===== src/design/kkr_pkg.sv =====
// Shared types, constants and the romanization rule function.
`timescale 1ns / 1ps
package kkr_pkg;

  localparam int unsigned CharW = 16;
  localparam int unsigned MaxLetters = 4;
  localparam int unsigned QueueDepth = 2;

  typedef logic [CharW-1:0] char_t;

  typedef struct packed {
    char_t [MaxLetters-1:0] letters;
    logic [2:0] n_letters;
    logic [1:0] used;
  } rule_t;

  // Work item handed from the front part to the back part.
  typedef struct packed {
    char_t [MaxLetters-1:0] letters;
    logic [2:0] n_letters;
    logic run_end;
    logic str_end;
  } job_t;

  localparam char_t KSokuon = 16'h30C3;
  localparam char_t KN = 16'h30F3;
  localparam char_t KChoon = 16'h30FC;
  localparam char_t KU = 16'h30A6;
  localparam char_t KSya = 16'h30E3;
  localparam char_t KSyu = 16'h30E5;
  localparam char_t KSyo = 16'h30E7;
  localparam char_t KSe = 16'h30A7;
  localparam char_t KFirst = 16'h30A1;
  localparam char_t KLast = 16'h30F4;
  localparam char_t ChOmac = 16'h014D;
  localparam char_t ChUmac = 16'h016B;

  function automatic rule_t mk(input string s, input logic [1:0] u);
    rule_t r;
    r = '0;
    r.used = u;
    for (int i = 0; i < MaxLetters; i++) begin
      if (i < s.len()) r.letters[i] = char_t'(s[i]);
    end
    r.n_letters = 3'(s.len());
    return r;
  endfunction

  function automatic string base_text(input char_t c);
    string s;
    case (c)
      16'h30A1, 16'h30A2: s = "a";
      16'h30A3, 16'h30A4: s = "i";
      16'h30A5, 16'h30A6: s = "u";
      16'h30A7, 16'h30A8: s = "e";
      16'h30A9, 16'h30AA: s = "o";
      16'h30AB: s = "ka"; 16'h30AC: s = "ga"; 16'h30AD: s = "ki"; 16'h30AE: s = "gi";
      16'h30AF: s = "ku"; 16'h30B0: s = "gu"; 16'h30B1: s = "ke"; 16'h30B2: s = "ge";
      16'h30B3: s = "ko"; 16'h30B4: s = "go"; 16'h30B5: s = "sa"; 16'h30B6: s = "za";
      16'h30B7: s = "shi"; 16'h30B8: s = "ji"; 16'h30B9: s = "su"; 16'h30BA: s = "zu";
      16'h30BB: s = "se"; 16'h30BC: s = "ze"; 16'h30BD: s = "so"; 16'h30BE: s = "zo";
      16'h30BF: s = "ta"; 16'h30C0: s = "da"; 16'h30C1: s = "chi"; 16'h30C2: s = "ji";
      16'h30C4: s = "tsu"; 16'h30C5: s = "zu"; 16'h30C6: s = "te"; 16'h30C7: s = "de";
      16'h30C8: s = "to"; 16'h30C9: s = "do"; 16'h30CA: s = "na"; 16'h30CB: s = "ni";
      16'h30CC: s = "nu"; 16'h30CD: s = "ne"; 16'h30CE: s = "no"; 16'h30CF: s = "ha";
      16'h30D0: s = "ba"; 16'h30D1: s = "pa"; 16'h30D2: s = "hi"; 16'h30D3: s = "bi";
      16'h30D4: s = "pi"; 16'h30D5: s = "fu"; 16'h30D6: s = "bu"; 16'h30D7: s = "pu";
      16'h30D8: s = "he"; 16'h30D9: s = "be"; 16'h30DA: s = "pe"; 16'h30DB: s = "ho";
      16'h30DC: s = "bo"; 16'h30DD: s = "po"; 16'h30DE: s = "ma"; 16'h30DF: s = "mi";
      16'h30E0: s = "mu"; 16'h30E1: s = "me"; 16'h30E2: s = "mo";
      16'h30E3, 16'h30E4: s = "ya";
      16'h30E5, 16'h30E6: s = "yu";
      16'h30E7, 16'h30E8: s = "yo";
      16'h30E9: s = "ra"; 16'h30EA: s = "ri"; 16'h30EB: s = "ru"; 16'h30EC: s = "re";
      16'h30ED: s = "ro";
      16'h30EE, 16'h30EF: s = "wa";
      16'h30F0: s = "i"; 16'h30F1: s = "e"; 16'h30F2: s = "o"; 16'h30F4: s = "v";
      default: s = "";
    endcase
    return s;
  endfunction

  function automatic string seq2(input char_t a, input char_t b);
    string s;
    case ({a, b})
      {16'h30A4, 16'h30A3}: s = "yi"; {16'h30A4, 16'h30A7}: s = "ye";
      {16'h30A6, 16'h30A1}: s = "wa"; {16'h30A6, 16'h30A3}: s = "wi";
      {16'h30A6, 16'h30A5}: s = "wu"; {16'h30A6, 16'h30A7}: s = "we";
      {16'h30A6, 16'h30A9}: s = "wo"; {16'h30A6, 16'h30E5}: s = "wyu";
      {16'h30AF, 16'h30A1}: s = "kwa"; {16'h30AF, 16'h30A3}: s = "kwi";
      {16'h30AF, 16'h30A7}: s = "kwe"; {16'h30AF, 16'h30A9}: s = "kwo";
      {16'h30AF, 16'h30EE}: s = "kwa";
      {16'h30B0, 16'h30A1}: s = "gwa"; {16'h30B0, 16'h30A3}: s = "gwi";
      {16'h30B0, 16'h30A7}: s = "gwe"; {16'h30B0, 16'h30A9}: s = "gwo";
      {16'h30B0, 16'h30EE}: s = "gwa";
      {16'h30B9, 16'h30A3}: s = "si"; {16'h30BA, 16'h30A3}: s = "zi";
      {16'h30C4, 16'h30A1}: s = "tsa"; {16'h30C4, 16'h30A3}: s = "tsi";
      {16'h30C4, 16'h30A7}: s = "tse"; {16'h30C4, 16'h30A9}: s = "tso";
      {16'h30C4, 16'h30E5}: s = "tsyu";
      {16'h30C6, 16'h30A3}: s = "ti"; {16'h30C6, 16'h30A5}: s = "tu";
      {16'h30C6, 16'h30E5}: s = "tyu";
      {16'h30C7, 16'h30A3}: s = "di"; {16'h30C7, 16'h30E5}: s = "dyu";
      {16'h30D5, 16'h30E3}: s = "fya"; {16'h30D5, 16'h30E5}: s = "fyu";
      {16'h30D5, 16'h30E7}: s = "fyo"; {16'h30D5, 16'h30A1}: s = "fa";
      {16'h30D5, 16'h30A3}: s = "fi"; {16'h30D5, 16'h30A7}: s = "fe";
      {16'h30D5, 16'h30A9}: s = "fo";
      {16'h30DB, 16'h30A5}: s = "hu"; {16'h30C9, 16'h30A5}: s = "du";
      default: s = "";
    endcase
    return s;
  endfunction

  function automatic string yo_stem(input char_t c);
    string s;
    case (c)
      16'h30AD: s = "ky"; 16'h30B7: s = "sh"; 16'h30C1: s = "ch"; 16'h30CB: s = "ny";
      16'h30D2: s = "hy"; 16'h30DF: s = "my"; 16'h30EA: s = "ry"; 16'h30AE: s = "gy";
      16'h30B8: s = "j"; 16'h30D3: s = "by"; 16'h30D4: s = "py";
      default: s = "";
    endcase
    return s;
  endfunction

  function automatic logic is_long_o(input char_t c);
    logic r;
    case (c)
      16'h30AA, 16'h30B3, 16'h30BD, 16'h30C8, 16'h30CE, 16'h30DB, 16'h30E2,
      16'h30E8, 16'h30ED, 16'h30B4, 16'h30BE, 16'h30C9, 16'h30DC, 16'h30DD: r = 1'b1;
      default: r = 1'b0;
    endcase
    return r;
  endfunction

  // One decision on the oldest unit with two units of lookahead.
  function automatic rule_t decide(input char_t c1, input char_t c2, input char_t c3);
    rule_t r;
    string s;
    string st;
    logic [1:0] u;
    r = mk("", 2'd1);
    s = seq2(c1, c2);
    st = yo_stem(c1);
    if ((c1 == 16'h30D5 || c1 == 16'h30F4) && c2 == 16'h30A3 && c3 == 16'h30A7) begin
      r = mk((c1 == 16'h30D5) ? "fye" : "vye", 2'd3);
    end else if (s.len() != 0) begin
      r = mk(s, 2'd2);
    end else if (st.len() != 0 && (c2 == KSya || c2 == KSyo || c2 == KSyu || c2 == KSe)) begin
      u = 2'd2;
      if (c2 == KSya) s = {st, "a"};
      else if (c2 == KSe) s = {st, "e"};
      else if (c3 == KU) begin
        s = {st, "x"};
        u = 2'd3;
      end else if (c2 == KSyo) s = {st, "o"};
      else s = {st, "u"};
      r = mk(s, u);
      if (u == 2'd3) r.letters[st.len()] = (c2 == KSyo) ? ChOmac : ChUmac;
    end else if (c2 == KU && is_long_o(c1)) begin
      s = base_text(c1);
      r = mk(s, 2'd2);
      r.letters[s.len() - 1] = ChOmac;
    end else if (c1 == KSokuon) begin
      case (c2)
        16'h30AB, 16'h30AD, 16'h30AF, 16'h30B1, 16'h30B3: r = mk("k", 2'd1);
        16'h30B5, 16'h30B7, 16'h30B9, 16'h30BB, 16'h30BD: r = mk("s", 2'd1);
        16'h30BF, 16'h30C1, 16'h30C4, 16'h30C6, 16'h30C8: r = mk("t", 2'd1);
        16'h30D1, 16'h30D4, 16'h30D7, 16'h30DA, 16'h30DD: r = mk("p", 2'd1);
        default: r = mk("", 2'd1);
      endcase
    end else if (c1 == KN) begin
      case (c2)
        16'h30D0, 16'h30D3, 16'h30D6, 16'h30D9, 16'h30DC,
        16'h30D1, 16'h30D4, 16'h30D7, 16'h30DA, 16'h30DD,
        16'h30DE, 16'h30DF, 16'h30E0, 16'h30E1, 16'h30E2: r = mk("m", 2'd1);
        16'h30E4, 16'h30E6, 16'h30E8, 16'h30A2,
        16'h30A4, 16'h30A6, 16'h30A8, 16'h30AA: r = mk("n'", 2'd1);
        default: r = mk("n", 2'd1);
      endcase
    end else if (c1 == KChoon) begin
      r = mk("", 2'd1);
    end else if (c1 >= KFirst && c1 <= KLast) begin
      r = mk(base_text(c1), 2'd1);
    end else begin
      r = '0;
      r.used = 2'd1;
      r.letters[0] = c1;
      r.n_letters = 3'd1;
    end
    return r;
  endfunction

endpackage


===== src/design/kkr_queue.sv =====
// Job queue between front and back parts, two entries by default.
`timescale 1ns / 1ps
module kkr_queue
  import kkr_pkg::*;
#(
  parameter int unsigned Depth = QueueDepth
) (
  input  logic clk_i,
  input  logic rst_ni,
  input  job_t wdata_i,
  input  logic wvalid_i,
  output logic wready_o,
  output job_t rdata_o,
  output logic rvalid_o,
  input  logic rready_i
);

  localparam int unsigned AW = (Depth > 1) ? $clog2(Depth) : 1;

  job_t mem_q [Depth];
  logic [AW-1:0] wp_q, rp_q;
  logic [AW:0] n_q;
  logic wr, rd;

  assign wready_o = (n_q != (AW+1)'(Depth));
  assign rvalid_o = (n_q != '0);
  assign rdata_o = mem_q[rp_q];
  assign wr = wvalid_i && wready_o;
  assign rd = rvalid_o && rready_i;

  always_ff @(posedge clk_i or negedge rst_ni) begin
    if (!rst_ni) begin
      wp_q <= '0;
      rp_q <= '0;
      n_q <= '0;
    end else begin
      if (wr) wp_q <= (wp_q == AW'(Depth - 1)) ? '0 : wp_q + 1'b1;
      if (rd) rp_q <= (rp_q == AW'(Depth - 1)) ? '0 : rp_q + 1'b1;
      n_q <= n_q + (AW+1)'(wr) - (AW+1)'(rd);
    end
  end

  always_ff @(posedge clk_i) begin
    if (wr) mem_q[wp_q] <= wdata_i;
  end

endmodule


===== config.mk =====
export PLATFORM = sky130hd
export DESIGN_NAME = kkr_queue
export DESIGN_NICKNAME = d
export VERILOG_FILES = /design/src/design/kkr_pkg.sv /design/src/design/kkr_queue.sv
export SDC_FILE = /design/constraint.sdc
export NUM_CORES = 1
export LEC_CHECK = 0
export BUFFER_PORTS_ARGS = -buffer_cell sky130_fd_sc_hd__buf_2
export CAP_MARGIN = 15
export CORE_UTILIZATION = 48
export CTS_CLUSTER_DIAMETER = 200
export CTS_CLUSTER_SIZE = 40
export DETAILED_ROUTE_END_ITERATION = 8
export GPL_ROUTABILITY_DRIVEN = 0
export GPL_TIMING_DRIVEN = 0
export PLACE_DENSITY_LB_ADDON = 0.05
export RECOVER_POWER = 50
export SKIP_LAST_GASP = 1
export SLEW_MARGIN = 20
export SYNTH_ARGS = -nofsm -noshare
export SYNTH_HDL_FRONTEND = slang
export SYNTH_SLANG_ARGS = --single-unit

===== constraint.sdc =====
create_clock -name clk_i -period 7.5 [get_ports clk_i]
set_clock_uncertainty 0.15 [all_clocks]
set_input_delay 1.5 -clock clk_i [delete_from_list [all_inputs] [get_ports clk_i]]
set_output_delay 1.5 -clock clk_i [all_outputs]
set_load 0.005 [all_outputs]

Word level (Yosys, flattened, before mapping)
Memory sizes are Yosys's and may differ from the RTL's. Index checks and enable logic that the tools add are counted.

Add/sub/neg operators: 4. $mul: 0. Divide/modulo/power cells: 0. Magnitude comparators: 0. Equality and inequality tests: 1. Shift-type cells: 0. Mux-type cells: 4. Bitwise logic cells: 0. Reduce and logical (&&, ||, !) cells: 3.

Operator list (count): $mux 1 (4); $add 1x1->1 const B (2); $add 2x1->2 (1); $logic_and 1x1->1 (2); $ne 2x2->1 const B (1); $reduce_bool 2->1 (1); $sub 2x1->2 (1).

Register bits after elaboration: 4. Bits in latches: 0. Bits in writable memories: 138. ROM bits: 0. Output and inout port bits: 71. Logic and storage cells: 16. Memories kept: 1.

Memory list: mem_q (depth 2, width 69, read ports 1, clocked after Yosys merged registers in 0, wr ports 1, line kkr_queue.sv:20) `job_t mem_q [Depth];`.

Logic depth before layout (Yosys ltp)
Word-level depth: 4. Gate-level depth with buffers: 5. Mapped depth without buffers: 5.

Worst setup path before layout
No wires, ideal clock.

Path kind: input-to-reg. From: input wvalid_i. To: memory mem_q[0][0] (netlist bit) (enable). Library setup time: 496 ps. Arrival time: 4456 ps. Data required time: 6854 ps. Setup slack: 2398 ps. Cell stages on the path: 2. Path buffers: 0. Cells stage by stage: nand2_1 nor2_1.

Word-level cells in the longest chain between the ends: 3.

RTL lines: start, declared (line kkr_queue.sv:11) `input logic wvalid_i,`; $logic_and 1x1->1 (line kkr_queue.sv:28) `assign wr = wvalid_i && wready_o;`; $mux 1 (line kkr_queue.sv:44) `if (wr) mem_q[wp_q] <= wdata_i;`; $mux 1 (implied by the code) (line kkr_queue.sv:44); end, declared (line kkr_queue.sv:20).

No other way between the ends.

Final worst setup path
From: input wvalid_i. To: memory mem_q[1][32] (netlist bit) (enable).

Same word-level chain as after synthesis.

==> metrics.md <==
| Metric | Value |
|---|---|
| Status | complete, but fails checks |
| Failing checks | capacitance limit, slew limit |
| Post-synth cell types | 18 |
| Ant diodes | 0 |
| Least-Margin Pin Slew | about 1.8 ns |
| Hold crit path type | flop to flop |
| Crit path DAT | 3.49 ns |
| Area Growth Syn to Fin | 29.6% |
| CP max FO | 38 |
| Clk buf depth | 2 |
| FF-to-FF setup slack | about 4.7 ns |
| CP Data Required Time | 7.55 ns |
| Hold buffers post-CTS | 0 |
| Uppermost routed layer | met4 |
| Layout cells sized above 1 | a little under three fifths |
| Most frequent cells after synthesis | edfxtp_1, mux2_2, buf_6 |
| Area leader, netlist | edfxtp_1 |
| Number of nets in the layout | around 480 |
| Kind of critical path | input pin to flop |
| Number of port buffers | 143 |
| IR drop worst, VDD | 0.199 mV |
| Sum Neg Setup Slack | 0 ns |
| Pleak | between 2 and 3 nW |
| First-pass GRT wire length | around 13000 microns |
| Ys flop type | edfxtp_1 |
| M1 wire length | between 3000 and 4000 microns |
| ANT nets after route | 0 |
| Total track usage | between 10% and 20% |
| IO Pins | about 140 |
| Initial Util | about half |
| Die height | ~110 microns |
| RSZ-0062 raised after global routing | no |
| Cells after Synth | approximately 240 |
| Num CTS Buffers | 17 |
| Seq cells post-synth | about 140 |
| Post-DR vias/cell | 4.88 |
| Die Wd | roughly 110 microns |
| Final Hold Viols | 0 |
| CP endpoint kind | flop |
| Post-synth EDFFs | ~140 |
| Count leader, synth | edfxtp_1 |
| Top delay family on crit path | simple AND/OR/NAND/NOR gates |
| H-tree level count | 4 |
| Final wirelength | 8670 microns |
| Asr flop ratio synth | 2.82% |
| TritonRoute pass-1 iters | 4 |
| GRT overflow | 0 |
| Vias in the first global route | roughly 2700 |
| Total Die Area | 0.0113 sq mm |
| Cell Area, Synth | between 0.005 and 0.006 sq mm |
| Post-cts repair resize count | 0 |
| Register area share after synthesis | roughly 81% |
| Post-synthesis net count | ~310 |
| Initial DRC Count | between 90 and 100 |
| Hpwl dp | between 5000 and 6000 microns |
| Row count | 37 |
| Setup bufs post-CTS | 0 |
| Max Freq | between 200 and 300 MHz |
| Min Tclk post-route | roughly 3.4 ns |
| Wire per inst | roughly 16 microns |
| Synth Area per Inst | 22.0 sq um |
| Post-layout instance count excluding filler cells | ~550 |
| Slew Limit Fails | 38 |
| PD cells | roughly 390 mW/mm^2 |
| CTS tree | yes |
| Final count of negative-setup-slack endpoints | 0 |
| Worst-Skew Late Latency | approximately 0.51 ns |
| Max Cap Viol | 1 |
| WP buf/inv | 2 |
| Post-layout util | 65.0% |
| Initial antenna violation count | 0 |
| Synth top area cells | edfxtp_1, mux2_2, dfrtp_1 |
| Residual DRC count | 0 |
| Root Buffer | clkbuf_8 |
| Placeable Area | 0.0104 sq mm |
| Dpl cells | between 500 and 600 |
| Yosys warns | 0 |
| Largest net degree at the start of global routing | 39 |
| Top-area cell type share of the netlist area | between 70 and 80% |
| Met2 WL | around 4500 microns |
| Slowest CP cell | and3_1 |
| Critical path's largest stage delay | 1.45 ns |
| Clock-pin slew on the worst setup and hold paths | ~0.06 ns |
| Critical-path cell list | clkbuf_1 -> and3_1 -> buf_12 |
| Vias | about 2700 |
| Clk sinks | between 100 and 150 |
| Startpoint Class | input pin |
| Max-Slew Margin vs Limit | -23.1% |
| Fin crit share | between 40 and 50% |
| Met3 wire length | approximately 660 microns |
-- state kept, by name (all words and copies together) (netlist names) --
name   flops
wp_q       1
rp_q       1
mem_q    138
n_q        2
-- logic make-up after synthesis --
kind of cell               after synthesis  synth area share (%)
adders and majority gates                1                 0.239
buffers and inverters                    8                  1.60
muxes                                   69                  14.9
and+or+nand+nor                         10                 0.934
AOI/OAI and AO/OA                        4                 0.599
xor gates and xnor gates                 3                 0.503
DFF                                    142                  81.2
-- worst reg2reg max path, stage by stage, from the launching register on --
cell and delay [ns]:
dfrtp_1 0.43, nand2b_1 0.18, and3_1 1.42, buf_12 0.32
-- area by class of cell --
class / count / area, sq um
clock buffer: 19 / 422
sequential: 142 / 4240
multi-input combinational: 87 / 903
clock inverter: 13 / 148
buffer: 8 / 83.8
fill: 772 / 3640
tap: 136 / 170
timing repair buffer: 147 / 801
-- stage by stage --
step | hold slack, ns | power, W | instance area, sq um | worst slack [ns]
CTS | 0.408 | 0.00269 | 6790 | 4.00
global route | 0.446 | 0.00279 | 6770 | 3.88
finish | 0.402 | 0.00265 | 6770 | 4.06
global placement | 0.325 | 0.00186 | 6110 | 0.470
floorplan | 0.310 | 0.00158 | 5220 | 2.40
detailed placement | 0.397 | 0.00190 | 6220 | 4.48
-- layer usage --
layer	GRT usage, %	vias to the layer above
met4	9.72	0
met5	0	-
met3	7.42	12
li1	-	1285
met1	18.1	1299
met2	26.1	99
-- worst paths after layout --
kind                             startpoint                      to  cells past startpoint
min reg2reg                wp_q$_DFFE_PN0P_        wp_q$_DFFE_PN0P_                      1
max in group asynchronous            rst_ni        n_q[1]$_DFF_PN0_                      1
max                                wvalid_i  mem_q[1][32]$_DFFE_PP_                      3
min in group asynchronous            rst_ni        wp_q$_DFFE_PN0P_                      1
max reg2reg                n_q[0]$_DFF_PN0_  mem_q[1][32]$_DFFE_PP_                      3
min                        wp_q$_DFFE_PN0P_        wp_q$_DFFE_PN0P_                      1
-- cells in the final DEF (no fill, tap or decap), types with 2 or more instances in the layout --
cell type | synthesis | final
buf_16 | 0 | 3
buf_2 | 1 | 130
buf_6 | 7 | 7
bufinv_16 | 0 | 3
clkbuf_1 | 0 | 16
clkbuf_16 | 0 | 16
clkinv_1 | 0 | 4
clkinv_2 | 0 | 2
clkinv_4 | 0 | 2
clkinvlp_4 | 0 | 2
dfrtp_1 | 4 | 4
edfxtp_1 | 138 | 138
mux2_2 | 69 | 69
nand2_1 | 2 | 2
nor2_1 | 3 | 2
xnor2_1 | 3 | 3
-- power by group --
part	switching, W	internal, W	leakage [nW]
sequential	0.0000419	0.00109	1.33
combinational	0.000342	0.000388	0.935
clock	0.000292	0.000501	0.272
total	0.000676	0.00197	2.54
Note: power is estimated with default switching activity, not from simulation.
