<file path="config.mk">
export PLATFORM = sky130hd
export DESIGN_NAME = kkr_back
export DESIGN_NICKNAME = d
export VERILOG_FILES = /design/src/design/kkr_pkg.sv /design/src/design/kkr_back.sv
export SDC_FILE = /design/constraint.sdc
export NUM_CORES = 1
export LEC_CHECK = 0
export BUFFER_PORTS_ARGS = -buffer_cell sky130_fd_sc_hd__buf_2
export CORE_MARGIN = 8
export CORE_UTILIZATION = 37
export DETAILED_ROUTE_END_ITERATION = 8
export HOLD_SLACK_MARGIN = 0.12
export PLACE_DENSITY_LB_ADDON = 0.08
export SYNTH_ARGS = -nofsm -noshare
export SYNTH_HDL_FRONTEND = slang
export SYNTH_SLANG_ARGS = --single-unit
</file>
<file path="constraint.sdc">
create_clock -name clk_i -period 1.9 [get_ports clk_i]
set_clock_uncertainty 0.05 [all_clocks]
set_input_delay 0.19 -clock clk_i [delete_from_list [all_inputs] [get_ports clk_i]]
set_output_delay 0.19 -clock clk_i [all_outputs]
set_load 0.01 [all_outputs]
</file>
<file path="src/design/kkr_pkg.sv">
// Shared types, constants and the romanization rule function.
`timescale 1ns / 1ps
package kkr_pkg;

  localparam int unsigned CharW = 16;
  localparam int unsigned MaxLetters = 4;
  localparam int unsigned QueueDepth = 2;

  typedef logic [CharW-1:0] char_t;

  typedef struct packed {
    char_t [MaxLetters-1:0] letters;
    logic [2:0] n_letters;
    logic [1:0] used;
  } rule_t;

  // Work item handed from the front part to the back part.
  typedef struct packed {
    char_t [MaxLetters-1:0] letters;
    logic [2:0] n_letters;
    logic run_end;
    logic str_end;
  } job_t;

  localparam char_t KSokuon = 16'h30C3;
  localparam char_t KN = 16'h30F3;
  localparam char_t KChoon = 16'h30FC;
  localparam char_t KU = 16'h30A6;
  localparam char_t KSya = 16'h30E3;
  localparam char_t KSyu = 16'h30E5;
  localparam char_t KSyo = 16'h30E7;
  localparam char_t KSe = 16'h30A7;
  localparam char_t KFirst = 16'h30A1;
  localparam char_t KLast = 16'h30F4;
  localparam char_t ChOmac = 16'h014D;
  localparam char_t ChUmac = 16'h016B;

  function automatic rule_t mk(input string s, input logic [1:0] u);
    rule_t r;
    r = '0;
    r.used = u;
    for (int i = 0; i < MaxLetters; i++) begin
      if (i < s.len()) r.letters[i] = char_t'(s[i]);
    end
    r.n_letters = 3'(s.len());
    return r;
  endfunction

  function automatic string base_text(input char_t c);
    string s;
    case (c)
      16'h30A1, 16'h30A2: s = "a";
      16'h30A3, 16'h30A4: s = "i";
      16'h30A5, 16'h30A6: s = "u";
      16'h30A7, 16'h30A8: s = "e";
      16'h30A9, 16'h30AA: s = "o";
      16'h30AB: s = "ka"; 16'h30AC: s = "ga"; 16'h30AD: s = "ki"; 16'h30AE: s = "gi";
      16'h30AF: s = "ku"; 16'h30B0: s = "gu"; 16'h30B1: s = "ke"; 16'h30B2: s = "ge";
      16'h30B3: s = "ko"; 16'h30B4: s = "go"; 16'h30B5: s = "sa"; 16'h30B6: s = "za";
      16'h30B7: s = "shi"; 16'h30B8: s = "ji"; 16'h30B9: s = "su"; 16'h30BA: s = "zu";
      16'h30BB: s = "se"; 16'h30BC: s = "ze"; 16'h30BD: s = "so"; 16'h30BE: s = "zo";
      16'h30BF: s = "ta"; 16'h30C0: s = "da"; 16'h30C1: s = "chi"; 16'h30C2: s = "ji";
      16'h30C4: s = "tsu"; 16'h30C5: s = "zu"; 16'h30C6: s = "te"; 16'h30C7: s = "de";
      16'h30C8: s = "to"; 16'h30C9: s = "do"; 16'h30CA: s = "na"; 16'h30CB: s = "ni";
      16'h30CC: s = "nu"; 16'h30CD: s = "ne"; 16'h30CE: s = "no"; 16'h30CF: s = "ha";
      16'h30D0: s = "ba"; 16'h30D1: s = "pa"; 16'h30D2: s = "hi"; 16'h30D3: s = "bi";
      16'h30D4: s = "pi"; 16'h30D5: s = "fu"; 16'h30D6: s = "bu"; 16'h30D7: s = "pu";
      16'h30D8: s = "he"; 16'h30D9: s = "be"; 16'h30DA: s = "pe"; 16'h30DB: s = "ho";
      16'h30DC: s = "bo"; 16'h30DD: s = "po"; 16'h30DE: s = "ma"; 16'h30DF: s = "mi";
      16'h30E0: s = "mu"; 16'h30E1: s = "me"; 16'h30E2: s = "mo";
      16'h30E3, 16'h30E4: s = "ya";
      16'h30E5, 16'h30E6: s = "yu";
      16'h30E7, 16'h30E8: s = "yo";
      16'h30E9: s = "ra"; 16'h30EA: s = "ri"; 16'h30EB: s = "ru"; 16'h30EC: s = "re";
      16'h30ED: s = "ro";
      16'h30EE, 16'h30EF: s = "wa";
      16'h30F0: s = "i"; 16'h30F1: s = "e"; 16'h30F2: s = "o"; 16'h30F4: s = "v";
      default: s = "";
    endcase
    return s;
  endfunction

  function automatic string seq2(input char_t a, input char_t b);
    string s;
    case ({a, b})
      {16'h30A4, 16'h30A3}: s = "yi"; {16'h30A4, 16'h30A7}: s = "ye";
      {16'h30A6, 16'h30A1}: s = "wa"; {16'h30A6, 16'h30A3}: s = "wi";
      {16'h30A6, 16'h30A5}: s = "wu"; {16'h30A6, 16'h30A7}: s = "we";
      {16'h30A6, 16'h30A9}: s = "wo"; {16'h30A6, 16'h30E5}: s = "wyu";
      {16'h30AF, 16'h30A1}: s = "kwa"; {16'h30AF, 16'h30A3}: s = "kwi";
      {16'h30AF, 16'h30A7}: s = "kwe"; {16'h30AF, 16'h30A9}: s = "kwo";
      {16'h30AF, 16'h30EE}: s = "kwa";
      {16'h30B0, 16'h30A1}: s = "gwa"; {16'h30B0, 16'h30A3}: s = "gwi";
      {16'h30B0, 16'h30A7}: s = "gwe"; {16'h30B0, 16'h30A9}: s = "gwo";
      {16'h30B0, 16'h30EE}: s = "gwa";
      {16'h30B9, 16'h30A3}: s = "si"; {16'h30BA, 16'h30A3}: s = "zi";
      {16'h30C4, 16'h30A1}: s = "tsa"; {16'h30C4, 16'h30A3}: s = "tsi";
      {16'h30C4, 16'h30A7}: s = "tse"; {16'h30C4, 16'h30A9}: s = "tso";
      {16'h30C4, 16'h30E5}: s = "tsyu";
      {16'h30C6, 16'h30A3}: s = "ti"; {16'h30C6, 16'h30A5}: s = "tu";
      {16'h30C6, 16'h30E5}: s = "tyu";
      {16'h30C7, 16'h30A3}: s = "di"; {16'h30C7, 16'h30E5}: s = "dyu";
      {16'h30D5, 16'h30E3}: s = "fya"; {16'h30D5, 16'h30E5}: s = "fyu";
      {16'h30D5, 16'h30E7}: s = "fyo"; {16'h30D5, 16'h30A1}: s = "fa";
      {16'h30D5, 16'h30A3}: s = "fi"; {16'h30D5, 16'h30A7}: s = "fe";
      {16'h30D5, 16'h30A9}: s = "fo";
      {16'h30DB, 16'h30A5}: s = "hu"; {16'h30C9, 16'h30A5}: s = "du";
      default: s = "";
    endcase
    return s;
  endfunction

  function automatic string yo_stem(input char_t c);
    string s;
    case (c)
      16'h30AD: s = "ky"; 16'h30B7: s = "sh"; 16'h30C1: s = "ch"; 16'h30CB: s = "ny";
      16'h30D2: s = "hy"; 16'h30DF: s = "my"; 16'h30EA: s = "ry"; 16'h30AE: s = "gy";
      16'h30B8: s = "j"; 16'h30D3: s = "by"; 16'h30D4: s = "py";
      default: s = "";
    endcase
    return s;
  endfunction

  function automatic logic is_long_o(input char_t c);
    logic r;
    case (c)
      16'h30AA, 16'h30B3, 16'h30BD, 16'h30C8, 16'h30CE, 16'h30DB, 16'h30E2,
      16'h30E8, 16'h30ED, 16'h30B4, 16'h30BE, 16'h30C9, 16'h30DC, 16'h30DD: r = 1'b1;
      default: r = 1'b0;
    endcase
    return r;
  endfunction

  // One decision on the oldest unit with two units of lookahead.
  function automatic rule_t decide(input char_t c1, input char_t c2, input char_t c3);
    rule_t r;
    string s;
    string st;
    logic [1:0] u;
    r = mk("", 2'd1);
    s = seq2(c1, c2);
    st = yo_stem(c1);
    if ((c1 == 16'h30D5 || c1 == 16'h30F4) && c2 == 16'h30A3 && c3 == 16'h30A7) begin
      r = mk((c1 == 16'h30D5) ? "fye" : "vye", 2'd3);
    end else if (s.len() != 0) begin
      r = mk(s, 2'd2);
    end else if (st.len() != 0 && (c2 == KSya || c2 == KSyo || c2 == KSyu || c2 == KSe)) begin
      u = 2'd2;
      if (c2 == KSya) s = {st, "a"};
      else if (c2 == KSe) s = {st, "e"};
      else if (c3 == KU) begin
        s = {st, "x"};
        u = 2'd3;
      end else if (c2 == KSyo) s = {st, "o"};
      else s = {st, "u"};
      r = mk(s, u);
      if (u == 2'd3) r.letters[st.len()] = (c2 == KSyo) ? ChOmac : ChUmac;
    end else if (c2 == KU && is_long_o(c1)) begin
      s = base_text(c1);
      r = mk(s, 2'd2);
      r.letters[s.len() - 1] = ChOmac;
    end else if (c1 == KSokuon) begin
      case (c2)
        16'h30AB, 16'h30AD, 16'h30AF, 16'h30B1, 16'h30B3: r = mk("k", 2'd1);
        16'h30B5, 16'h30B7, 16'h30B9, 16'h30BB, 16'h30BD: r = mk("s", 2'd1);
        16'h30BF, 16'h30C1, 16'h30C4, 16'h30C6, 16'h30C8: r = mk("t", 2'd1);
        16'h30D1, 16'h30D4, 16'h30D7, 16'h30DA, 16'h30DD: r = mk("p", 2'd1);
        default: r = mk("", 2'd1);
      endcase
    end else if (c1 == KN) begin
      case (c2)
        16'h30D0, 16'h30D3, 16'h30D6, 16'h30D9, 16'h30DC,
        16'h30D1, 16'h30D4, 16'h30D7, 16'h30DA, 16'h30DD,
        16'h30DE, 16'h30DF, 16'h30E0, 16'h30E1, 16'h30E2: r = mk("m", 2'd1);
        16'h30E4, 16'h30E6, 16'h30E8, 16'h30A2,
        16'h30A4, 16'h30A6, 16'h30A8, 16'h30AA: r = mk("n'", 2'd1);
        default: r = mk("n", 2'd1);
      endcase
    end else if (c1 == KChoon) begin
      r = mk("", 2'd1);
    end else if (c1 >= KFirst && c1 <= KLast) begin
      r = mk(base_text(c1), 2'd1);
    end else begin
      r = '0;
      r.used = 2'd1;
      r.letters[0] = c1;
      r.n_letters = 3'd1;
    end
    return r;
  endfunction

endpackage

</file>
<file path="src/design/kkr_back.sv">
// Back part: serializes job letters onto the output register.
`timescale 1ns / 1ps
module kkr_back
  import kkr_pkg::*;
(
  input  logic       clk_i,
  input  logic       rst_ni,
  input  job_t       job_i,
  input  logic       job_valid_i,
  output logic       job_ready_o,
  output logic [18:0] data_o,
  output logic       valid_o,
  input  logic       ready_i
);

  logic [2:0] idx_q, idx_d;
  logic out_v_q, out_v_d;
  logic [18:0] out_q, out_d;
  logic load, is_last;
  logic [1:0] sel;

  assign sel = idx_q[1:0];
  assign load = job_valid_i && (!out_v_q || ready_i);
  assign is_last = (job_i.n_letters == 3'd0) || (idx_q + 3'd1 >= job_i.n_letters);
  assign job_ready_o = load && is_last;

  always_comb begin
    idx_d = idx_q;
    out_v_d = out_v_q && !ready_i;
    out_d = out_q;
    if (load) begin
      out_v_d = 1'b1;
      if (job_i.n_letters == 3'd0) begin
        out_d = {1'b1, 1'b1, 1'b0, 16'h0000};
      end else begin
        out_d = {job_i.str_end && is_last, job_i.run_end && is_last, 1'b1,
                 job_i.letters[sel]};
      end
      idx_d = is_last ? 3'd0 : idx_q + 3'd1;
    end
  end

  always_ff @(posedge clk_i or negedge rst_ni) begin
    if (!rst_ni) begin
      idx_q <= '0;
      out_v_q <= 1'b0;
    end else begin
      idx_q <= idx_d;
      out_v_q <= out_v_d;
    end
  end

  always_ff @(posedge clk_i) begin
    out_q <= out_d;
  end

  assign data_o = out_q;
  assign valid_o = out_v_q;

endmodule

</file>
==> Word-level counts from Yosys, hierarchy flattened <==
Index checks and enable logic that the tools add are counted.
{ "word_totals": {"wordCells": 22, "reg_bits": 23, "output_inout_bits": 21} }
{ "op_classes": {"addsub": 1, "mux": 5, "magnitude_cmp": 2, "reduce_logical": 10} }
{ "ops": {"columns": ["op", "count"], "rows": [
  ["binary-select mux 16 bit (select 2 bit)", 1],
  ["2-to-1 mux 17 bit", 1],
  ["2-to-1 mux 16 bit", 1],
  ["logical AND 1 bit", 5],
  ["adder 3 x 1 -> 3 bit, second input constant", 1],
  [">= comparator 3 bit", 1],
  ["zero test 3 bit", 1],
  ["< comparator 2 x 3 -> 1 bit, second input constant", 1],
  ["2-to-1 mux 3 bit", 1],
  ["zero test 1 bit", 2],
  ["logical OR 1 bit", 2],
  ["2-to-1 mux 1 bit", 1]
]} }

==> Longest topological paths before layout <==
Gate-level depths: netlist (run 1).
{ "depth": {"ltp_word": 4, "ltp_mapped": 8} }

==> Least setup slack after synthesis (run 1) <==
OpenSTA, ideal clock, no wires.
{ "synth_timing": {"path_type": "flip-flop to flip-flop", "from": "register idx_q[0]", "to": "register idx_q[2]", "slack_ps": 46, "path_stages_with_launch": 9, "arrival_time_ps": 1678, "required_time_ps": 1724, "cell_sequence": "dfrtp_1 > ha_1 > nand2b_1 > nand2b_1 > ha_1 > nand2_1 > o21ai_1 > nor2_1 > a221o_1"} }
{ "synth_via": {"elab_chain_cells": 4} }
{ "synth_rtl": {"columns": ["element", "line_no", "source"], "rows": [
  ["from (decl)", "kkr_back.sv:16", "logic [2:0] idx_q, idx_d;"],
  ["from (signal assigned)", "kkr_back.sv:48", "idx_q <= idx_d;"],
  ["adder 3 x 1 -> 3 bit *", "kkr_back.sv:24, kkr_back.sv:39", null],
  [">= comparator 3 bit", "kkr_back.sv:24", "assign is_last = (job_i.n_letters == 3'd0) || (idx_q + 3'd1 >= job_i.n_letters);"],
  ["logical OR 1 bit", "kkr_back.sv:24", null],
  ["2-to-1 mux 3 bit *", "kkr_back.sv:39", "idx_d = is_last ? 3'd0 : idx_q + 3'd1;"]
]} }
Mark *: on every way between the ends. The rest lies on a longest branch, timed or not.
A chain may end at the register's enable or synchronous reset.

==> Final worst setup path (run 1) <==
{ "layout_timing": {"from": "register idx_q[0]", "to": "output job_ready_o"} }
{ "layout_via": {"elab_chain_cells": 4} }
{ "layout_rtl": {"columns": ["element", "line_no", "source"], "rows": [
  ["adder 3 x 1 -> 3 bit", "kkr_back.sv:24", null],
  [">= comparator 3 bit", "kkr_back.sv:24", null],
  ["logical OR 1 bit", "kkr_back.sv:24", null],
  ["logical AND 1 bit", "kkr_back.sv:25", "assign job_ready_o = load && is_last;"],
  ["to (decl)", "kkr_back.sv:10", "output logic job_ready_o,"]
]} }
Every way passes these cells.

==> results of run 1 <==
-- per-stage QoR --
| stage | hold slack [ns] | utilization, % | power, µW | TNS [ns] |
|---|---|---|---|---|
| 2_1_floorplan | -0.156 | - | 1540 | 0 |
| 3_3_place_gp | -0.0494 | 52.4 | 1770 | 0 |
| 3_5_place_dp | -0.0490 | 52.4 | 1800 | -0.235 |
| 4_1_cts | 0.146 | 55.5 | 2220 | -0.198 |
| 5_1_grt | 0.169 | 57.2 | 2540 | -0.532 |
| 6_report | 0.157 | 57.2 | 2390 | -0.263 |
-- cells by family (layout without fill, tap and decap cells) --
kind of cell	Yosys count	after routing
buffers and inverters	9	112
DFF	23	23
AOI/OAI and AO/OA	5	5
adders and majority gates	4	4
and+or+nand+nor	34	34
muxes	16	16
-- per-layer routing --
| metal | share of wire [%] | vias up | GRT usage (%) | routed length (µm) |
|---|---|---|---|---|
| li1 | - | 565 | - | - |
| met1 | 36 | 520 | 11.4 | 1360 |
| met2 | 56 | 51 | 21.4 | 2140 |
| met3 | 6.3 | 7 | 3.46 | 239 |
| met4 | 2.1 | 0 | 6.23 | 80 |
| met5 | 0 | - | 0 | 0 |
-- worst paths after layout --
path	endpoint	slack, ns	depth (start not counted)
worst max-delay path	job_ready_o	-0.18	9
worst max register to register	idx_q[2]$_DFFE_PN0P_	-0.07	9
worst min-delay path	data_o[17]$_SDFFCE_PN1P_	0.16	3
min in group asynchronous	idx_q[2]$_DFFE_PN0P_	0.21	2
max in group asynchronous	idx_q[1]$_DFFE_PN0P_	1.48	2
worst min register to register	valid_o$_DFF_PN0_	0.48	2
-- power groups by stage --
| stage | Sequential, µW | Clock [µW] | Combinational, µW |
|---|---|---|---|
| after floorplan | 800 | 0 | 743 |
| after global placement | 751 | 0 | 1020 |
| after detailed placement | 757 | 0 | 1040 |
| after CTS | 747 | 302 | 1170 |
| after global routing | 769 | 327 | 1440 |
| final | 758 | 296 | 1330 |
-- final cells by class --
class / instances / share of cell area [%]
inverters: 4 / 0.717
repair buffers: 104 / 26.8
multi-input cells: 59 / 35.5
well taps: 48 / 2.87
flip-flops and latches: 23 / 32.0
clock buffers: 4 / 2.15
-- flip-flops by register name, indices dropped and copies added, names as in the netlist --
register and cells:
idx_q 3, valid_o 1, data_o 19
-- worst max-delay path: stages (launching register included) --
cell and delay [ns]:
dfrtp_1 0.42, ha_4 0.19, nor2b_4 0.11, nand2b_4 0.14
ha_4 0.21, a21oi_4 0.14, o21ai_2 0.09, nor2_2 0.10
nor2_1 0.05, buf_2 0.14
-- placed cells by master (no fill, tap or decap), drive strengths merged --
cell type    count
nor2b            2
buf            102
nand2            6
inv              4
nor3             1
ha               4
nand2b           4
edfxtp          19
nor4             2
a221o            1
o21ai            1
a21oi            1
nor2             2
a22o             1
clkbuf           4
dlygate4sd3      2
a21o             1
mux4            16
and2            16
and3             1
dfrtp            4
-- what timing repair did --
action / in CTS / in global routing
buffers inserted: 3 / 3
endpoints found under the setup margin: 4 / 6
hold buffers: 2 / 0
hold endpoints to repair: 5 / 0
pin swaps: 4 / 2
resized for setup: 7 / 8
==> flow_metrics.tcl, run 1 <==
set metrics [dict create \
    outcome "finished, violations left" \
    violations "negative setup slack" \
    fp.dieW_um 77.5 \
    vdd_drop_max_v 0.000396 \
    synth.distinct_cells 23 \
    hold_violations 0 \
    max_freq_mhz 480 \
    clkSinkCount 23 \
    dieArea_um2 6010 \
    yosys-top-cells-area "edfxtp_1 41%, mux4_1 15%, mux4_2 13%" \
    cts-buffers-inserted 3 \
    avgSynthCellArea_um2 15.4 \
    antenna_found_initial 0 \
    synth_mux_area_share_pct 27.9 \
    seq_power_share_pct 31.7 \
    r2r-start "idx_q[0]$_DFFE_PN0P_" \
    power_density_nw_per_um2 1140 \
    initial_core_util_pct 38.2 \
    hold_class "input pin to flip-flop" \
    synth_ff_type "edfxtp_1" \
    end_kind "output port" \
    grt_max_degree 20 \
    hp-start "job_i[1]" \
    critPathLaunch "idx_q[0]$_DFFE_PN0P_" \
    internal_power_uw 1640 \
    worst_slack_ns -0.185 \
    cts_root_buf "clkbuf_8" \
    drive_above_1_share_pct 63.9 \
    critPathMaxFanout 2 \
    postSynthNetCount 168 \
    cts_max_path_buffers 2 \
    htreeDepth 1 \
    antenna_left 0 \
    cts_tree "built" \
    drt_iter0_drc 37 \
    setup_viol 3 \
    num-fill-cells 324 \
    postPlaceCellArea_um2 1920 \
    maxCapViolCount 0 \
    p_leak_uw 0.000966 \
    timing_worst_setup_path_type "flip-flop to output port" \
    clk_latency_ns 0.26 \
    port_buffers 93 \
    dpl.cell_count 232 \
    synth-adder-area-share_pct 3.57 \
    worstPathArrival_ns 1.84 \
    route.detailed.drc 0 \
    grt_pass1_wl_um 5640 \
    synth-compound-area-share_pct 2.68 \
    worst_slew_pin_slew_ns 0.563 \
    syn_inst 91 \
    drv_slew 0 \
    gp_congestion 0.674 \
    finalCritPeriodShare_pct 110 \
    synth_top_area_share_pct 40.8 \
    dp_hpwl_um 2870 \
    wire_per_inst_um 15.8 \
    synth_xor_area_share_pct 0 \
    rows 22 \
    seqCellArea_um2 671 \
    fp.coreArea_um2 3660 \
    async_reset_ff_share_pct 17.4 \
    stdcell_area_um2 2090 \
    num_vias 1143 \
    layout_min_cycle_time_ns 2.08 \
    yosys_warnings 0 \
    critPathLaunchType "flip-flop" \
    multiInputGateArea_um2 743 \
    wl_um 3820 \
    synth_top_family_by_area "multiplexers" \
    grt_setup_unrepaired "yes" \
    drtPass1Iterations 4 \
    grt_pass1_vias 1272 \
    netlist_area_um2 1400 \
    synth_commonest_cells "19 x edfxtp_1, 16 x and2_1, 8 x mux4_1, 8 x mux4_2, 6 x nand2_1" \
    dp_slack_ns -0.117 \
    boundaryPins 94 \
    fin_nets 272 \
    netSwitchingFraction_pct 31.3 \
    synth-simple-area-share_pct 13.7 \
    synth-seq-cells 23 \
    final_cells 242 \
    cp_data_required_time_ns 1.66 \
    synth_edf_count 19 \
    diodes 0 \
    die_h_um 77.5 \
    slew_headroom_pct 62.2 \
    power_switching_uw 747 \
    grt-ovfl-total 0 \
    via_per_inst 4.72 \
    grt_util_all_layers_pct 11.6 \
    p_clk_share_pct 12.4 \
    synthToLayoutAreaGrowth_pct 49.6 \
    yosys.area.top_type "edfxtp_1" \
    combPwrFrac_pct 55.9 \
    seq_area_frac_synth_pct 47.9 \
    synth_most_common_cell "edfxtp_1" \
    path_clk_slew_ns 0.08 \
]
No activity file was read; power rests on OpenSTA's default activity.
==> inputs of run 2 (changes only) <==
--- a/config.mk
+++ b/config.mk
@@ -6,10 +6,12 @@
 export NUM_CORES = 1
 export LEC_CHECK = 0
 export BUFFER_PORTS_ARGS = -buffer_cell sky130_fd_sc_hd__buf_2
+export CORE_ASPECT_RATIO = 1.75
 export CORE_MARGIN = 8
 export CORE_UTILIZATION = 37
 export DETAILED_ROUTE_END_ITERATION = 8
 export HOLD_SLACK_MARGIN = 0.12
+export MAX_ROUTING_LAYER = met4
 export PLACE_DENSITY_LB_ADDON = 0.08
 export SYNTH_ARGS = -nofsm -noshare
 export SYNTH_HDL_FRONTEND = slang
==> run 2 against run 1 <==
Effect of this change: clock-buffer cell count fell by 1; sequential power about the same; register-to-register slack improved by 0.03 ns; cell count is 1.2% lower; the run still ends with negative setup slack left; highest routed layer unchanged; sequential share of layout area up 0.45 points; fmax about the same; flip-flop and latch count unchanged; critical endpoint unchanged; hold slack worse by 0.0071 ns.
==> flow_metrics.tcl, run 2 (synthesis gave the netlist of run 1 again) <==
set metrics [dict create \
    outcome "finished, violations left" \
    violations "negative setup slack" \
    via_per_inst 4.96 \
    synthToLayoutAreaGrowth_pct 47.5 \
    r2r-start "idx_q[0]$_DFFE_PN0P_" \
    slew_headroom_pct 69.6 \
    drive_above_1_share_pct 63.2 \
    setup_viol 3 \
    dp_hpwl_um 3300 \
    rows 29 \
    ff2ff_path_depth 9 \
    timing_worst_setup_path_type "flip-flop to output port" \
    finalCritPeriodShare_pct 110 \
    cts_root_buf "clkbuf_8" \
    worstPathArrival_ns 1.84 \
    critPathMaxFanout 2 \
    fin_nets 271 \
    stdcell_area_um2 2070 \
    port_buffers 93 \
    fp.dieW_um 62.5 \
    power_density_nw_per_um2 1120 \
    drtPass1Iterations 4 \
    combPwrFrac_pct 54.2 \
    grt-ovfl-total 0 \
    r2r_end "idx_q[2]$_DFFE_PN0P_" \
    num_vias 1186 \
    drt_iter0_drc 38 \
    seq_power_share_pct 32.8 \
    dp_slack_ns -0.128 \
    grt_max_degree 20 \
    cp_cell_sequence "ha_4 > nor2b_4 > nand2b_4 > ha_4 > a21oi_2 > o21ai_2 > nor2_2 > nor2_1 > buf_2" \
    antenna_found_initial 0 \
    layout_min_cycle_time_ns 2.08 \
    clkSinkCount 23 \
    cts_max_path_buffers 2 \
    hold_class "input pin to flip-flop" \
    diodes 0 \
    layout_common_cells "93 x buf_2, 19 x edfxtp_1, 16 x and2_1, 8 x mux4_2, 8 x mux4_1" \
    grt_setup_unrepaired "yes" \
    critPathLaunchType "flip-flop" \
    cp_data_required_time_ns 1.66 \
    die_h_um 97.4 \
    path_clk_slew_ns 0.08 \
    layout_commonest_cell "buf_2" \
    fp.coreArea_um2 3630 \
    max_stage_delay_ns 0.42 \
    netSwitchingFraction_pct 31.3 \
    grt_pass1_vias 1319 \
    crit_end "job_ready_o" \
    internal_power_uw 1580 \
    wire_per_inst_um 17.3 \
    worst_slew_pin_slew_ns 0.456 \
    postPlaceCellArea_um2 1920 \
    cts_tree "built" \
    initial_core_util_pct 38.6 \
    antenna_left 0 \
    worst_slack_ns -0.183 \
    fin_util_pct 56.9 \
    maxCapViolCount 0 \
    wl_um 4140 \
    hold_violations 0 \
    max_freq_mhz 480 \
    vdd_drop_max_v 0.000924 \
    cts-buffers-inserted 3 \
    boundaryPins 94 \
    largest_reg_flops 19 \
    critPathLaunch "idx_q[0]$_DFFE_PN0P_" \
    route.detailed.drc 0 \
    end_kind "output port" \
    gp_congestion 0.784 \
    drv_slew 0 \
    grt_util_all_layers_pct 13.7 \
    grt_pass1_wl_um 6550 \
    p_leak_uw 0.000961 \
    dieArea_um2 6090 \
    path_common_cell "ha_4" \
    r2r_slack_ns -0.04 \
    htreeDepth 1 \
    final_cells 239 \
    power_switching_uw 723 \
    clk_latency_ns 0.26 \
    p_clk_share_pct 13.0 \
    dpl.cell_count 231 \
    slowest_stage "dfrtp_1" \
]
## run 2: final cells by class
| type | instances | area, µm² |
|---|---|---|
| fill | 330 | 1560 |
| sequential | 23 | 671 |
| multi-input combinational | 59 | 727 |
| clock inverter | 1 | 5.00 |
| tap | 46 | 57.6 |
| inverter | 4 | 15.0 |
| clock buffer | 3 | 41.3 |
| timing repair buffer | 103 | 549 |
## run 2: critical path: cells and delay by family (launching register included)
family                     cells  cell delay, ns
AOI/OAI and AO/OA              2            0.21
and+or+nand+nor                4            0.41
adders and majority gates      2            0.40
buffers and inverters          1            0.14
DFF                            1            0.42
## run 2: metal layers
metal,GRT usage [%],wire length (µm),vias to the layer above
li1,-,-,561
met5,-,0,-
met2,24.5,2210,61
met4,4.95,85,0
met1,14.1,1560,556
met3,3.35,288,8
## run 2: how the worst min path moves through the flow
stage / start / end / slack, ns / cells past startpoint
finish: job_i[0] / data_o[18]$_SDFFCE_PN1P_ / 0.15 / 3
global route: job_i[1] / data_o[17]$_SDFFCE_PN1P_ / 0.16 / 3
CTS: job_i[0] / data_o[18]$_SDFFCE_PN1P_ / 0.15 / 3
detailed placement: rst_ni / idx_q[1]$_DFFE_PN0P_ / -0.05 / 1
global placement: rst_ni / valid_o$_DFF_PN0_ / -0.05 / 1
floorplan: rst_ni / idx_q[0]$_DFFE_PN0P_ / -0.16 / 0
## run 2: what timing repair did
item,in CTS,in global routing
pin swaps,4,1
hold endpoints to repair,5,0
resized for setup,11,0
hold buffers,2,0
setup buffers,3,0
setup endpoints to repair,6,5
## run 2: power groups by stage
stage | clock (µW) | combinational (µW) | sequential (µW)
final | 299 | 1250 | 758
after global routing | 322 | 1360 | 769
after CTS | 308 | 1250 | 758
after detailed placement | 0 | 1080 | 757
after global placement | 0 | 1040 | 752
after floorplan | 0 | 743 | 800
## run 2: metrics by stage
stage	TNS (ns)	power, µW	hold WS, ns
3_5_place_dp	-0.319	1840	-0.0478
5_1_grt	-0.514	2450	0.158
4_1_cts	-0.179	2320	0.147
2_1_floorplan	0	1540	-0.156
6_report	-0.244	2310	0.150
3_3_place_gp	-0.000494	1790	-0.0508
==> inputs of run 3 (changes only) <==
--- a/config.mk
+++ b/config.mk
@@ -8,7 +8,7 @@
 export BUFFER_PORTS_ARGS = -buffer_cell sky130_fd_sc_hd__buf_2
 export CORE_ASPECT_RATIO = 1.75
 export CORE_MARGIN = 8
-export CORE_UTILIZATION = 37
+export CORE_UTILIZATION = 45
 export DETAILED_ROUTE_END_ITERATION = 8
 export HOLD_SLACK_MARGIN = 0.12
 export MAX_ROUTING_LAYER = met4
==> constraint.sdc (replaced) <==
create_clock -name clk_i -period 2.4 [get_ports clk_i]
set_clock_uncertainty 0.05 [all_clocks]
set_input_delay 0.24 -clock clk_i [delete_from_list [all_inputs] [get_ports clk_i]]
set_output_delay 0.24 -clock clk_i [all_outputs]
set_load 0.01 [all_outputs]
==> run 3 against run 2 <==
Effect of this change: largest power group unchanged; flip-flop and latch count did not move; clock-buffer cell count did not move; global-route usage rose by 1.8 points; clock power fell by 22%; sequential share of layout area rose by 1.8 points; sequential power fell by 22%; first-iteration DRC count fell by 21%; via count fell by 2.4%; total power fell by 29%; the flow now finishes without violations.
==> flow_metrics.tcl, run 3 (synthesis gave the netlist of run 1 again) <==
set metrics [dict create \
    outcome "completed" \
    timing_worst_setup_path_type "flip-flop to output port" \
    antenna_found_initial 0 \
    antenna_left 0 \
    cts-buffers-inserted 3 \
    setup_viol 0 \
    clkSinkCount 23 \
    drtPass1Iterations 4 \
    wl_um 3870 \
    layout_commonest_cell "buf_2" \
    vdd_drop_max_v 0.000618 \
    min_to "valid_o$_DFF_PN0_" \
    finalCritPeriodShare_pct 95.5 \
    slew_headroom_pct 54.2 \
    combPwrFrac_pct 49.8 \
    fin_nets 264 \
    power_switching_uw 510 \
    rows 27 \
    cts_max_path_buffers 2 \
    worstPathArrival_ns 2.00 \
    hold_class "input pin to flip-flop" \
    r2r-start "idx_q[0]$_DFFE_PN0P_" \
    wire_per_inst_um 16.9 \
    num_vias 1158 \
    drv_slew 0 \
    largest_reg_flops 19 \
    cts_tree "built" \
    critPathMaxFanout 5 \
    seq_power_share_pct 35.9 \
    cts_root_buf "clkbuf_8" \
    gp_congestion 0.763 \
    grt_pass1_wl_um 6050 \
    die_h_um 89.8 \
    min_path_cells 2 \
    path_clk_slew_ns 0.08 \
    netSwitchingFraction_pct 31.1 \
    max_freq_mhz 436 \
    fin_util_pct 63.6 \
    grt_pass1_vias 1392 \
    fp.coreArea_um2 3070 \
    critPathLaunchType "flip-flop" \
    initial_core_util_pct 45.5 \
    postCtsSetupBuffers 0 \
    fp.dieW_um 58.2 \
    drive_above_1_share_pct 59.7 \
    final_cells 229 \
    clk_latency_ns 0.26 \
    hp-start "job_valid_i" \
    layout_min_cycle_time_ns 2.29 \
    p_clk_share_pct 14.2 \
    power_density_nw_per_um2 840 \
    r2r_slack_ns 0.48 \
    r2r_end "idx_q[2]$_DFFE_PN0P_" \
    internal_power_uw 1130 \
    via_per_inst 5.06 \
    layout_common_cells "93 x buf_2, 19 x edfxtp_1, 16 x and2_1, 8 x mux4_2, 8 x mux4_1" \
    worst_slew_pin_slew_ns 0.686 \
    diodes 0 \
    end_kind "output port" \
    ff2ff_path_depth 8 \
    grt-ovfl-total 0 \
    p_leak_uw 0.000913 \
    synthToLayoutAreaGrowth_pct 39.6 \
    port_buffers 93 \
    dp_hpwl_um 3300 \
    grt_max_degree 20 \
    drt_iter0_drc 30 \
    hold_violations 0 \
    dieArea_um2 5220 \
    dpl.cell_count 224 \
    route.detailed.drc 0 \
    cp_data_required_time_ns 2.11 \
    boundaryPins 94 \
    maxCapViolCount 0 \
    grt_util_all_layers_pct 15.5 \
    htreeDepth 1 \
    grt_setup_unrepaired "no" \
    final.setup.tns_ns 0 \
]
run 3: metrics by stage:
stage / instance area [µm²] / worst slack, ns / hold slack (ns) / power (µW)
floorplan: 1400 / 0.538 / -0.106 / 1220
global route: 1950 / 0.0135 / 0.186 / 1760
global placement: 1890 / 0.429 / 0.000751 / 1370
detailed placement: 1890 / 0.315 / 0.00638 / 1400
finish: 1950 / 0.107 / 0.170 / 1640
CTS: 1950 / 0.0158 / 0.156 / 1640
run 3: area by class of cell:
class	instances	area, µm²
Tap cell	43	53.8
Multi-Input combinational cell	59	678
Fill cell	259	1120
Sequential cell	23	671
Clock inverter	1	5.00
Timing Repair Buffer	96	490
Clock buffer	3	41.3
Inverter	4	15.0
run 3: worst max-delay path by stage:
| stage | startpoint | end | slack [ns] | cells after the start |
|---|---|---|---|---|
| floorplan | idx_q[0]$_DFFE_PN0P_ | job_ready_o | 0.54 | 8 |
| global placement | idx_q[0]$_DFFE_PN0P_ | job_ready_o | 0.43 | 9 |
| detailed placement | idx_q[0]$_DFFE_PN0P_ | job_ready_o | 0.31 | 9 |
| CTS | idx_q[0]$_DFFE_PN0P_ | job_ready_o | 0.02 | 9 |
| global route | idx_q[0]$_DFFE_PN0P_ | job_ready_o | 0.01 | 9 |
| finish | idx_q[0]$_DFFE_PN0P_ | job_ready_o | 0.11 | 9 |
run 3: power groups by stage:
stage	Sequential (µW)	Clock (µW)	Combinational, µW
finish	589	234	818
global route	601	256	899
CTS	590	242	808
detailed placement	599	0	806
global placement	595	0	771
floorplan	634	0	588
run 3: routing by layer:
layer	share of wire (%)	track usage (%)
met5	0	-
met4	4.0	8.64
met3	5.0	2.71
met2	57	28.9
met1	34	13.6
run 3: critical path: stages (launching register included):
cell and delay, ns:
dfrtp_1 0.39, ha_1 0.23, nor2b_2 0.14, nand2b_1 0.12, ha_1 0.24, a21oi_1 0.17
o21ai_2 0.11, nor2_2 0.14, nor2_1 0.05, buf_2 0.14
run 3: timing repair:
| item | CTS | global route |
|---|---|---|
| gates resized for setup | 0 | 3 |
| hold buffers | 1 | 0 |
| setup endpoints to repair | 0 | 1 |
| endpoints found under the hold margin | 4 | 0 |
